[src/rtl/core/lodc_pkg.sv]
`default_nettype none

package lodc_pkg;

  // result codes
  typedef enum logic [2:0] {
    ST_OK             = 3'd0,
    ST_MULTI_UNLOCK   = 3'd1,
    ST_INVALID_UNLOCK = 3'd2,
    ST_DEADLOCK       = 3'd3,
    ST_STACK_FULL     = 3'd4,
    ST_HALTED         = 3'd5
  } status_t;

  // datapath operations issued by the controller
  typedef enum logic [3:0] {
    OP_NONE,
    OP_LATCH,
    OP_READ_PREV,
    OP_ADD_EDGE,
    OP_START_SKIP,
    OP_START_VISIT,
    OP_DESCEND,
    OP_PROBE,
    OP_RETIRE,
    OP_POP,
    OP_RESUME,
    OP_FINISH
  } op_t;

  typedef struct packed {
    op_t     op;
    status_t code;
    logic    push;
    logic    pop;
    logic    set_halt;
  } cmd_t;

  typedef struct packed {
    logic halted;
    logic acquire;
    logic cnt_full;
    logic cnt_zero;
    logic top_eq_lk;
    logic edge_set;
    logic s_end;
    logic s_visited;
    logic t_found;
    logic t_visited;
    logic sp_last;
    logic order_less;
    logic t_done;
    logic out_free;
  } stat_t;

endpackage

`default_nettype wire

[src/rtl/core/lock_order_deadlock_checker_core.sv]
`default_nettype none

// channel   signals                              transfer when
// event     event_valid event_stall kind         event_valid && !event_stall
//           thread lock_id
// result    result_valid result_stall status     result_valid && !result_stall
//           new_edge edge_from edge_to
//
// an event is settled from the stack top alone, or also from a read of the
// graph row of the previous lock when the order edge already exists; a new
// edge adds a depth-first walk over start nodes, new nodes, visited-node
// probes and pops, all through the single graph read port
// reset is synchronous and clears the graph valid bits, counts and halted flag
// a stalled result lets the next event in but holds its finish until the
// output register empties

module lock_order_deadlock_checker_core
  import lodc_pkg::*;
#(
  parameter int LOCKS       = 32,
  parameter int THREADS     = 4,
  parameter int STACK_DEPTH = 16
) (
  input  wire        clk,
  input  wire        rst,
  input  wire        event_valid,
  output logic       event_stall,
  input  wire        kind,
  input  wire  [1:0] thread,
  input  wire  [4:0] lock_id,
  output logic       result_valid,
  input  wire        result_stall,
  output logic [2:0] status,
  output logic       new_edge,
  output logic [4:0] edge_from,
  output logic [4:0] edge_to
);

  cmd_t  cmd;
  stat_t stat;

  // sequencer
  lodc_ctrl u_ctrl (
    .clk         (clk),
    .rst         (rst),
    .event_valid (event_valid),
    .event_stall (event_stall),
    .stat        (stat),
    .cmd         (cmd)
  );

  // stacks, graph and walk
  lodc_datapath #(
    .LOCKS       (LOCKS),
    .THREADS     (THREADS),
    .STACK_DEPTH (STACK_DEPTH)
  ) u_dp (
    .clk          (clk),
    .rst          (rst),
    .kind         (kind),
    .thread       (thread),
    .lock_id      (lock_id),
    .result_valid (result_valid),
    .result_stall (result_stall),
    .status       (status),
    .new_edge     (new_edge),
    .edge_from    (edge_from),
    .edge_to      (edge_to),
    .cmd          (cmd),
    .stat         (stat)
  );

endmodule

`default_nettype wire

[src/rtl/core/lodc_ctrl.sv]
`default_nettype none

module lodc_ctrl
  import lodc_pkg::*;
(
  input  wire   clk,
  input  wire   rst,
  input  wire   event_valid,
  output logic  event_stall,
  input  stat_t stat,
  output cmd_t  cmd
);

  typedef enum logic [2:0] {
    S_IDLE,
    S_TOP,
    S_EDGE,
    S_WSTART,
    S_WSCAN,
    S_WCMP,
    S_WPOP,
    S_FIN
  } state_t;

  state_t state, state_next;
  cmd_t   pend, pend_next;

  function automatic cmd_t mk_fin(status_t code, logic push, logic pop, logic halt);
    cmd_t c;
    c.op       = OP_FINISH;
    c.code     = code;
    c.push     = push;
    c.pop      = pop;
    c.set_halt = halt;
    return c;
  endfunction

  function automatic cmd_t mk_op(op_t op);
    cmd_t c;
    c.op       = op;
    c.code     = ST_OK;
    c.push     = 1'b0;
    c.pop      = 1'b0;
    c.set_halt = 1'b0;
    return c;
  endfunction

  // next state and command
  always_comb begin
    cmd_t fin;
    fin        = mk_op(OP_NONE);
    cmd        = mk_op(OP_NONE);
    state_next = state;
    pend_next  = pend;
    case (state)
      S_IDLE: begin
        if (event_valid) begin
          cmd        = mk_op(OP_LATCH);
          state_next = S_TOP;
        end
      end
      S_TOP: begin
        if (stat.halted) begin
          fin = mk_fin(ST_HALTED, 1'b0, 1'b0, 1'b0);
        end else if (stat.acquire) begin
          if (stat.cnt_full) begin
            fin = mk_fin(ST_STACK_FULL, 1'b0, 1'b0, 1'b0);
          end else if (stat.cnt_zero || stat.top_eq_lk) begin
            fin = mk_fin(ST_OK, 1'b1, 1'b0, 1'b0);
          end
        end else if (stat.cnt_zero) begin
          fin = mk_fin(ST_MULTI_UNLOCK, 1'b0, 1'b0, 1'b1);
        end else if (!stat.top_eq_lk) begin
          fin = mk_fin(ST_INVALID_UNLOCK, 1'b0, 1'b0, 1'b1);
        end else begin
          fin = mk_fin(ST_OK, 1'b0, 1'b1, 1'b0);
        end
        if (fin.op == OP_NONE) begin
          cmd        = mk_op(OP_READ_PREV);
          state_next = S_EDGE;
        end
      end
      S_EDGE: begin
        if (stat.edge_set) begin
          fin = mk_fin(ST_OK, 1'b1, 1'b0, 1'b0);
        end else begin
          cmd        = mk_op(OP_ADD_EDGE);
          state_next = S_WSTART;
        end
      end
      S_WSTART: begin
        if (stat.s_end) begin
          fin = mk_fin(ST_OK, 1'b1, 1'b0, 1'b0);
        end else if (stat.s_visited) begin
          cmd = mk_op(OP_START_SKIP);
        end else begin
          cmd        = mk_op(OP_START_VISIT);
          state_next = S_WSCAN;
        end
      end
      S_WSCAN: begin
        if (!stat.t_found) begin
          if (stat.sp_last) begin
            cmd        = mk_op(OP_RETIRE);
            state_next = S_WSTART;
          end else begin
            cmd        = mk_op(OP_POP);
            state_next = S_WPOP;
          end
        end else if (!stat.t_visited) begin
          cmd = mk_op(OP_DESCEND);
        end else begin
          cmd        = mk_op(OP_PROBE);
          state_next = S_WCMP;
        end
      end
      S_WCMP: begin
        if (!stat.order_less && !stat.t_done) begin
          fin = mk_fin(ST_DEADLOCK, 1'b0, 1'b0, 1'b1);
        end else begin
          state_next = S_WSCAN;
        end
      end
      S_WPOP: begin
        cmd        = mk_op(OP_RESUME);
        state_next = S_WSCAN;
      end
      S_FIN: begin
        if (stat.out_free) begin
          cmd        = pend;
          state_next = S_IDLE;
        end
      end
      default: begin
        state_next = S_IDLE;
      end
    endcase
    // hand the result over now, or hold it until the output is free
    if (fin.op == OP_FINISH) begin
      if (stat.out_free) begin
        cmd        = fin;
        state_next = S_IDLE;
      end else begin
        pend_next  = fin;
        state_next = S_FIN;
      end
    end
  end

  // state and registered outputs
  always_ff @(posedge clk) begin
    if (rst) begin
      state       <= S_IDLE;
      event_stall <= 1'b0;
      pend        <= mk_op(OP_NONE);
    end else begin
      state       <= state_next;
      event_stall <= (state_next != S_IDLE);
      pend        <= pend_next;
    end
  end

endmodule

`default_nettype wire

[src/rtl/core/lodc_datapath.sv]
`default_nettype none

module lodc_datapath
  import lodc_pkg::*;
#(
  parameter int LOCKS       = 32,
  parameter int THREADS     = 4,
  parameter int STACK_DEPTH = 16
) (
  input  wire        clk,
  input  wire        rst,
  input  wire        kind,
  input  wire  [1:0] thread,
  input  wire  [4:0] lock_id,
  output logic       result_valid,
  input  wire        result_stall,
  output logic [2:0] status,
  output logic       new_edge,
  output logic [4:0] edge_from,
  output logic [4:0] edge_to,
  input  cmd_t       cmd,
  output stat_t      stat
);

  localparam int LW = $clog2(LOCKS);
  localparam int TW = (THREADS > 1) ? $clog2(THREADS) : 1;
  localparam int SW = (STACK_DEPTH > 1) ? $clog2(STACK_DEPTH) : 1;
  localparam int CW = $clog2(STACK_DEPTH + 1);
  localparam int FW = 3 * LW + 1;

  // modulo tables for incoming thread and lock numbers
  logic [TW-1:0] th_tab [4];
  logic [LW-1:0] lk_tab [32];
  for (genvar i = 0; i < 4; i++) begin : g_th_tab
    assign th_tab[i] = TW'(i % THREADS);
  end
  for (genvar i = 0; i < 32; i++) begin : g_lk_tab
    assign lk_tab[i] = LW'(i % LOCKS);
  end

  // event registers and per-thread state
  logic          ev_kind;
  logic [TW-1:0] ev_th;
  logic [LW-1:0] ev_lk;
  logic [CW-1:0] cnt [THREADS];
  logic          halted;
  logic          newe;

  // memories
  logic [LW-1:0]    hs_mem [THREADS][STACK_DEPTH];
  logic [LW-1:0]    hs_rdata;
  logic [LOCKS-1:0] g_mem [LOCKS];
  logic [LOCKS-1:0] g_valid;
  logic [LOCKS-1:0] g_rdata;
  logic             g_rvalid;
  logic [LW-1:0]    vo_mem [LOCKS];
  logic [LW-1:0]    vo_rdata;
  logic [FW-1:0]    ws_mem [LOCKS];
  logic [FW-1:0]    ws_rdata;

  // walk registers
  logic [LOCKS-1:0] visited;
  logic [LOCKS-1:0] done_mark;
  logic [LW-1:0]    top_node;
  logic [LW:0]      top_cur;
  logic [LW-1:0]    top_ord;
  logic [LW:0]      sp;
  logic [LW:0]      s;
  logic [LW:0]      count;
  logic [LW-1:0]    t_hold;

  // derived values
  logic [TW-1:0]    in_th;
  logic [CW-1:0]    in_cnt_m1;
  logic [CW-1:0]    cur_cnt;
  logic [LOCKS-1:0] row;
  logic [LOCKS-1:0] cand;
  logic             t_found;
  logic [LW-1:0]    t_first;
  logic [LW:0]      t_next;
  logic             sp_room;
  logic [LW:0]      sp_m1;
  logic [LW:0]      sp_m2;
  logic [LW-1:0]    s_idx;
  logic [LW-1:0]    ws_node;
  logic             g_re;
  logic [LW-1:0]    g_raddr;
  logic             g_we;
  logic             out_free;
  logic             fin;

  assign in_th     = th_tab[thread];
  assign in_cnt_m1 = cnt[in_th] - CW'(1);
  assign cur_cnt   = cnt[ev_th];
  assign row       = g_rvalid ? g_rdata : '0;
  assign s_idx     = s[LW-1:0];
  assign sp_m1     = sp - (LW+1)'(1);
  assign sp_m2     = sp - (LW+1)'(2);
  assign sp_room   = (sp < (LW+1)'(LOCKS));
  assign t_next    = (LW+1)'(t_first) + (LW+1)'(1);
  assign ws_node   = ws_rdata[FW-1 -: LW];
  assign out_free  = !result_valid || !result_stall;
  assign fin       = (cmd.op == OP_FINISH);

  // first neighbour at or above the cursor
  always_comb begin
    t_found = 1'b0;
    t_first = '0;
    for (int i = 0; i < LOCKS; i++) begin
      cand[i] = row[i] && ((LW+1)'(i) >= top_cur);
    end
    for (int i = LOCKS - 1; i >= 0; i--) begin
      if (cand[i]) begin
        t_found = 1'b1;
        t_first = LW'(i);
      end
    end
  end

  // order graph read port selection
  always_comb begin
    g_re    = 1'b0;
    g_raddr = '0;
    g_we    = (cmd.op == OP_ADD_EDGE);
    case (cmd.op)
      OP_READ_PREV: begin
        g_re    = 1'b1;
        g_raddr = hs_rdata;
      end
      OP_START_VISIT: begin
        g_re    = 1'b1;
        g_raddr = s_idx;
      end
      OP_DESCEND: begin
        g_re    = sp_room;
        g_raddr = t_first;
      end
      OP_RESUME: begin
        g_re    = 1'b1;
        g_raddr = ws_node;
      end
      default: begin
        g_re = 1'b0;
      end
    endcase
  end

  // status towards the controller
  always_comb begin
    stat.halted     = halted;
    stat.acquire    = !ev_kind;
    stat.cnt_full   = (cur_cnt >= CW'(STACK_DEPTH));
    stat.cnt_zero   = (cur_cnt == '0);
    stat.top_eq_lk  = (hs_rdata == ev_lk);
    stat.edge_set   = row[ev_lk];
    stat.s_end      = (s == (LW+1)'(LOCKS));
    stat.s_visited  = visited[s_idx];
    stat.t_found    = t_found;
    stat.t_visited  = visited[t_first];
    stat.sp_last    = (sp == (LW+1)'(1));
    stat.order_less = (top_ord < vo_rdata);
    stat.t_done     = done_mark[t_hold];
    stat.out_free   = out_free;
  end

  // memory ports
  always_ff @(posedge clk) begin
    if (cmd.op == OP_LATCH) begin
      hs_rdata <= hs_mem[in_th][in_cnt_m1[SW-1:0]];
    end
    if (fin && cmd.push) begin
      hs_mem[ev_th][cur_cnt[SW-1:0]] <= ev_lk;
    end
    if (g_we) begin
      g_mem[hs_rdata] <= row | (LOCKS'(1) << ev_lk);
    end
    if (g_re) begin
      g_rdata <= g_mem[g_raddr];
    end
    if (cmd.op == OP_START_VISIT) begin
      vo_mem[s_idx] <= LW'(count);
    end
    if (cmd.op == OP_DESCEND) begin
      vo_mem[t_first] <= LW'(count);
      if (sp_room) begin
        ws_mem[sp_m1[LW-1:0]] <= {top_node, t_next, top_ord};
      end
    end
    if (cmd.op == OP_PROBE) begin
      vo_rdata <= vo_mem[t_first];
    end
    if (cmd.op == OP_POP) begin
      ws_rdata <= ws_mem[sp_m2[LW-1:0]];
    end
  end

  // event and walk payload registers
  always_ff @(posedge clk) begin
    if (rst) begin
      sp <= '0;
    end else begin
      case (cmd.op)
        OP_LATCH: begin
          ev_kind <= kind;
          ev_th   <= in_th;
          ev_lk   <= lk_tab[lock_id];
        end
        OP_ADD_EDGE: begin
          s     <= '0;
          count <= '0;
        end
        OP_START_SKIP: begin
          s <= s + (LW+1)'(1);
        end
        OP_START_VISIT: begin
          top_node <= s_idx;
          top_cur  <= '0;
          top_ord  <= LW'(count);
          count    <= count + (LW+1)'(1);
          sp       <= (LW+1)'(1);
        end
        OP_DESCEND: begin
          count <= count + (LW+1)'(1);
          if (sp_room) begin
            top_node <= t_first;
            top_cur  <= '0;
            top_ord  <= LW'(count);
            sp       <= sp + (LW+1)'(1);
          end else begin
            top_cur <= t_next;
          end
        end
        OP_PROBE: begin
          top_cur <= t_next;
          t_hold  <= t_first;
        end
        OP_RETIRE: begin
          sp <= '0;
          s  <= s + (LW+1)'(1);
        end
        OP_POP: begin
          sp <= sp_m1;
        end
        OP_RESUME: begin
          top_node <= ws_node;
          top_cur  <= ws_rdata[2*LW -: LW+1];
          top_ord  <= ws_rdata[LW-1:0];
        end
        OP_FINISH: begin
          status <= cmd.code;
          new_edge <= newe;
          if (cmd.code == ST_DEADLOCK) begin
            edge_from <= 5'(top_node);
            edge_to   <= 5'(t_hold);
          end else begin
            edge_from <= '0;
            edge_to   <= '0;
          end
        end
        default: begin
        end
      endcase
    end
  end

  // control state with reset
  always_ff @(posedge clk) begin
    if (rst) begin
      for (int i = 0; i < THREADS; i++) begin
        cnt[i] <= '0;
      end
      halted       <= 1'b0;
      newe         <= 1'b0;
      g_valid      <= '0;
      g_rvalid     <= 1'b0;
      visited      <= '0;
      done_mark    <= '0;
      result_valid <= 1'b0;
    end else begin
      if (g_re) begin
        g_rvalid <= g_valid[g_raddr];
      end
      case (cmd.op)
        OP_LATCH: begin
          newe <= 1'b0;
        end
        OP_ADD_EDGE: begin
          g_valid[hs_rdata] <= 1'b1;
          newe              <= 1'b1;
          visited           <= '0;
          done_mark         <= '0;
        end
        OP_START_VISIT: begin
          visited[s_idx] <= 1'b1;
        end
        OP_DESCEND: begin
          visited[t_first] <= 1'b1;
        end
        OP_RETIRE, OP_POP: begin
          done_mark[top_node] <= 1'b1;
        end
        OP_FINISH: begin
          if (cmd.push) begin
            cnt[ev_th] <= cur_cnt + CW'(1);
          end
          if (cmd.pop) begin
            cnt[ev_th] <= cur_cnt - CW'(1);
          end
          if (cmd.set_halt) begin
            halted <= 1'b1;
          end
        end
        default: begin
        end
      endcase
      // output register: a finish loads it, a transfer empties it
      if (fin) begin
        result_valid <= 1'b1;
      end else if (!result_stall) begin
        result_valid <= 1'b0;
      end
    end
  end

`ifndef NO_ASSERTIONS
  a_halt_sticky: assert property (@(posedge clk) disable iff (rst) halted |=> halted)
    else $error("halted flag cleared");
  a_fin_free: assert property (@(posedge clk) disable iff (rst) fin |-> out_free)
    else $error("result overwritten while stalled");
  a_sp_bound: assert property (@(posedge clk) disable iff (rst) sp <= (LW+1)'(LOCKS))
    else $error("walk stack pointer out of range");
  a_rose_fin: assert property (@(posedge clk) disable iff (rst)
    $rose(result_valid) |-> $past(fin))
    else $error("result without finish");
`endif

endmodule

`default_nettype wire

[config.mk]
export PLATFORM = sky130hd
export DESIGN_NAME = lock_order_deadlock_checker_core
export DESIGN_NICKNAME = d
export VERILOG_FILES = /design/src/rtl/core/lodc_pkg.sv /design/src/rtl/core/lock_order_deadlock_checker_core.sv /design/src/rtl/core/lodc_ctrl.sv /design/src/rtl/core/lodc_datapath.sv
export SDC_FILE = /design/constraint.sdc
export NUM_CORES = 2
export LEC_CHECK = 0
export BUFFER_PORTS_ARGS = -buffer_cell sky130_fd_sc_hd__buf_2
export CAP_MARGIN = 20
export CORE_MARGIN = 3
export CORE_UTILIZATION = 45
export DETAILED_ROUTE_END_ITERATION = 16
export SKIP_LAST_GASP = 1
export SYNTH_ARGS = -nofsm -noshare
export SYNTH_HDL_FRONTEND = slang
export SYNTH_SLANG_ARGS = --single-unit
[constraint.sdc]
create_clock -name clk -period 15.1 [get_ports clk]
set_input_delay 0.755 -clock clk [delete_from_list [all_inputs] [get_ports clk]]
set_output_delay 0.755 -clock clk [all_outputs]
set_load 0.05 [all_outputs]
==> flow_summary.yaml <==
synthesis:
  ys_warn_count: 0
  syn_avg_cell_area_um2: 14.6
  syn_inst: 6310
  seq_area_frac_synth: 0.727
  synth_edf_count: 2148
  ys_types: 101
  syn-num-nets: 6349
  async_flop_share: 0
  ys.flop_type: "edfxtp_1"
  netlist_area_um2: 92000
  synth.ff_latch_count: 2267
timing:
  report.final.slew_viol_count: 0
  timing.final.crit_period_ps: 7920
  maxSlewHeadroom: 0.274
  hold_viol: 0
  skew_ps: 76.5
  max_freq_mhz: 126
  rsz0062_at_grt: "false"
  final-setup-viol-count: 0
  fin_tns_setup_ps: 0
  post-route-period-util: 0.524
  tightest_slew_ps: 1090
finish:
  n_fill_cell: 16866
  final_common_cell: "edfxtp_1"
  drive_gt1_frac: 0.152
  multi_input_area_um2: 23800
  finalNetCount: 6398
  register_area_um2: 66900
  final_cell_mix: "2148 x edfxtp_1, 1318 x nand2_1, 472 x nand3_1, 315 x nor2_1, 296 x mux4_2"
  area_delta_synth_final_pct: 12.1
  fin_cells: 9219
routing:
  wl_per_cell_um: 27.1
  first_pass_iters: 6
  drc: 0
  postRouteAntennaNets: 0
  wl_um: 249000
  via_count: 55047
  drt_iter0_markers: 6558
  avgViaCountPerCell: 5.97
die:
  pin_count: 28
  coreArea_um2: 203000
  rows: 165
  fp.dieArea_um2: 210000
  die_w_um: 458
  die_h_um: 458
  initial_core_util: 0.454
setup_path:
  criticalPathCategory: "flop to flop"
  path_buf_inv: 5
  path_cells: "nand2_1, nand3_1, nand2_1, a21oi_1, a222oi_1, o31ai_4, buf_4, inv_2, buf_4, nor4_1, and2_1, nand2b_4, buf_12, buf_4, nand2_1, nand3_1, a21oi_1, or4_1, nor4_1"
  crit_family: "simple AND/OR/NAND/NOR gates"
  worst_ep_arrival_time_ps: 8580
  critPathSlowestCell: "edfxtp_1"
  worst_setup_path_end_kind: "flop"
  critPathRequiredTime_ps: 15760
  slowest_delay_ps: 910
  rrSetupSlack_ps: 7180
  cp-start-kind: "flop"
  worstPathMaxFanout: 138
grt:
  grt_pass1_wl_um: 367000
  antenna_found_initial: 6
  grt_max_degree: 177
  grt_usage: 0.235
  grt_overflow: 0
  grt_pass1_vias: 53929
clock_network:
  cts-root-buf: "clkbuf_16"
  cts_max_level: 4
  cts_buffers: 224
  clock_path_buffers: 3
  post-cts-setup-buffer-count: 0
  cts_tree: "done"
  cts.sink_count: 2267
  worstSkewPairLatency_ps: 870
  clk_pin_slew_worst_paths_ps: 60
run_status:
  outcome: "complete, no violations"
power_and_ir_drop:
  p_leak_nw: 33.7
  p_per_area_nw_per_um2: 123
  ir_drop_uv: 122
placement:
  place_hpwl_um: 137000
  gp_congestion: 0.876
  dp.cells: 8775
  io_buffers: 27
hold_path:
  hold_path_class: "input port to flop"
job:
  maxCapViolCount: 0
==> cells in the mapped netlist, types with 43 or more instances <==
library cell / instances / share of area
a21oi_1: 267 / 0.015
a31oi_1: 101 / 0.0069
and3_1: 97 / 0.0066
buf_2: 71 / 0.0039
clkbuf_1: 248 / 0.010
dfxtp_1: 119 / 0.026
edfxtp_1: 2148 / 0.70
inv_1: 43 / 0.0018
mux4_2: 297 / 0.073
nand2_1: 1322 / 0.054
nand3_1: 474 / 0.026
nor2_1: 371 / 0.015
o21ai_0: 62 / 0.0034
o22ai_1: 48 / 0.0033
==> stage by stage <==
stage / hold slack [ps] / cell area, um^2 / power (W) / utilization / setup slack (ps)
CTS: 1.76 / 103000 / 0.0128 / 0.506 / 7270
floorplan: 408 / 92000 / 0.00730 / - / 8500
finish: 75.2 / 103000 / 0.0127 / 0.509 / 7180
global placement: 417 / 95500 / 0.00747 / 0.471 / 7560
detailed placement: 419 / 95600 / 0.00748 / 0.471 / 7330
global route: 29.7 / 103000 / 0.0131 / 0.509 / 6670
==> path summary, 6_finish.rpt <==
check,startpoint,endpoint,cells past startpoint
min reg2reg,u_dp.newe,u_dp.new_edge,0
max reg2reg,u_dp.top_cur[3],u_dp.g_rdata[5],19
max,u_dp.top_cur[3],u_dp.g_rdata[5],19
min,lock_id[3],u_dp.ev_lk[3],1
==> kinds of logic after synthesis <==
kind of cell               count (synthesis)  share of synthesized area
adders and majority gates                 27                    0.00375
muxes                                    342                     0.0780
and+or+nand+nor                         2531                      0.120
AOI/OAI and AO/OA                        682                     0.0483
xor gates and xnor gates                  28                    0.00267
DFF                                     2267                      0.727
buffers and inverters                    433                     0.0200
==> power breakdown <==
group,leakage (nW),switching [W],internal [W]
Combinational,10.0,0.000320,0.000151
Clock,3.41,0.00237,0.00301
Sequential,20.3,0.0000292,0.00685
==> layer usage <==
| layer | vias up | share of wire | track usage |
|---|---|---|---|
| li1 | 24002 | - | - |
| met1 | 28079 | 0.41 | 0.328 |
| met2 | 2504 | 0.48 | 0.373 |
| met3 | 462 | 0.080 | 0.0394 |
| met4 | 0 | 0.037 | 0.0857 |
| met5 | - | 0 | 0 |
==> sequential cells by signal (all words and copies together) (netlist names), 7 cells and up, named ones only <==
register / flops
u_dp.g_rdata: 32
u_dp.visited: 32
u_dp.cnt: 20
u_dp.ws_rdata: 16
u_dp.ws_mem: 512
u_ctrl.pend: 7
u_dp.vo_mem: 160
u_dp.hs_mem: 320
u_dp.g_mem: 1024
u_dp.g_valid: 32
u_dp.done_mark: 32
==> layout make-up <==
type / instances / area share
clock buffers: 290 / 0.0578
multi-input cells: 3610 / 0.230
repair buffers: 211 / 0.0186
clock inverters: 121 / 0.0105
well taps: 2672 / 0.0324
flip-flops and latches: 2267 / 0.648
diodes: 3 / 0.0000728
inverters: 45 / 0.00164
==> timing repair <==
action / CTS / global route
hold buffers: 3 / 0
endpoints found under the hold margin: 3 / 0
resized for setup: 0 / 0
No activity file was read; power rests on OpenSTA's default activity.
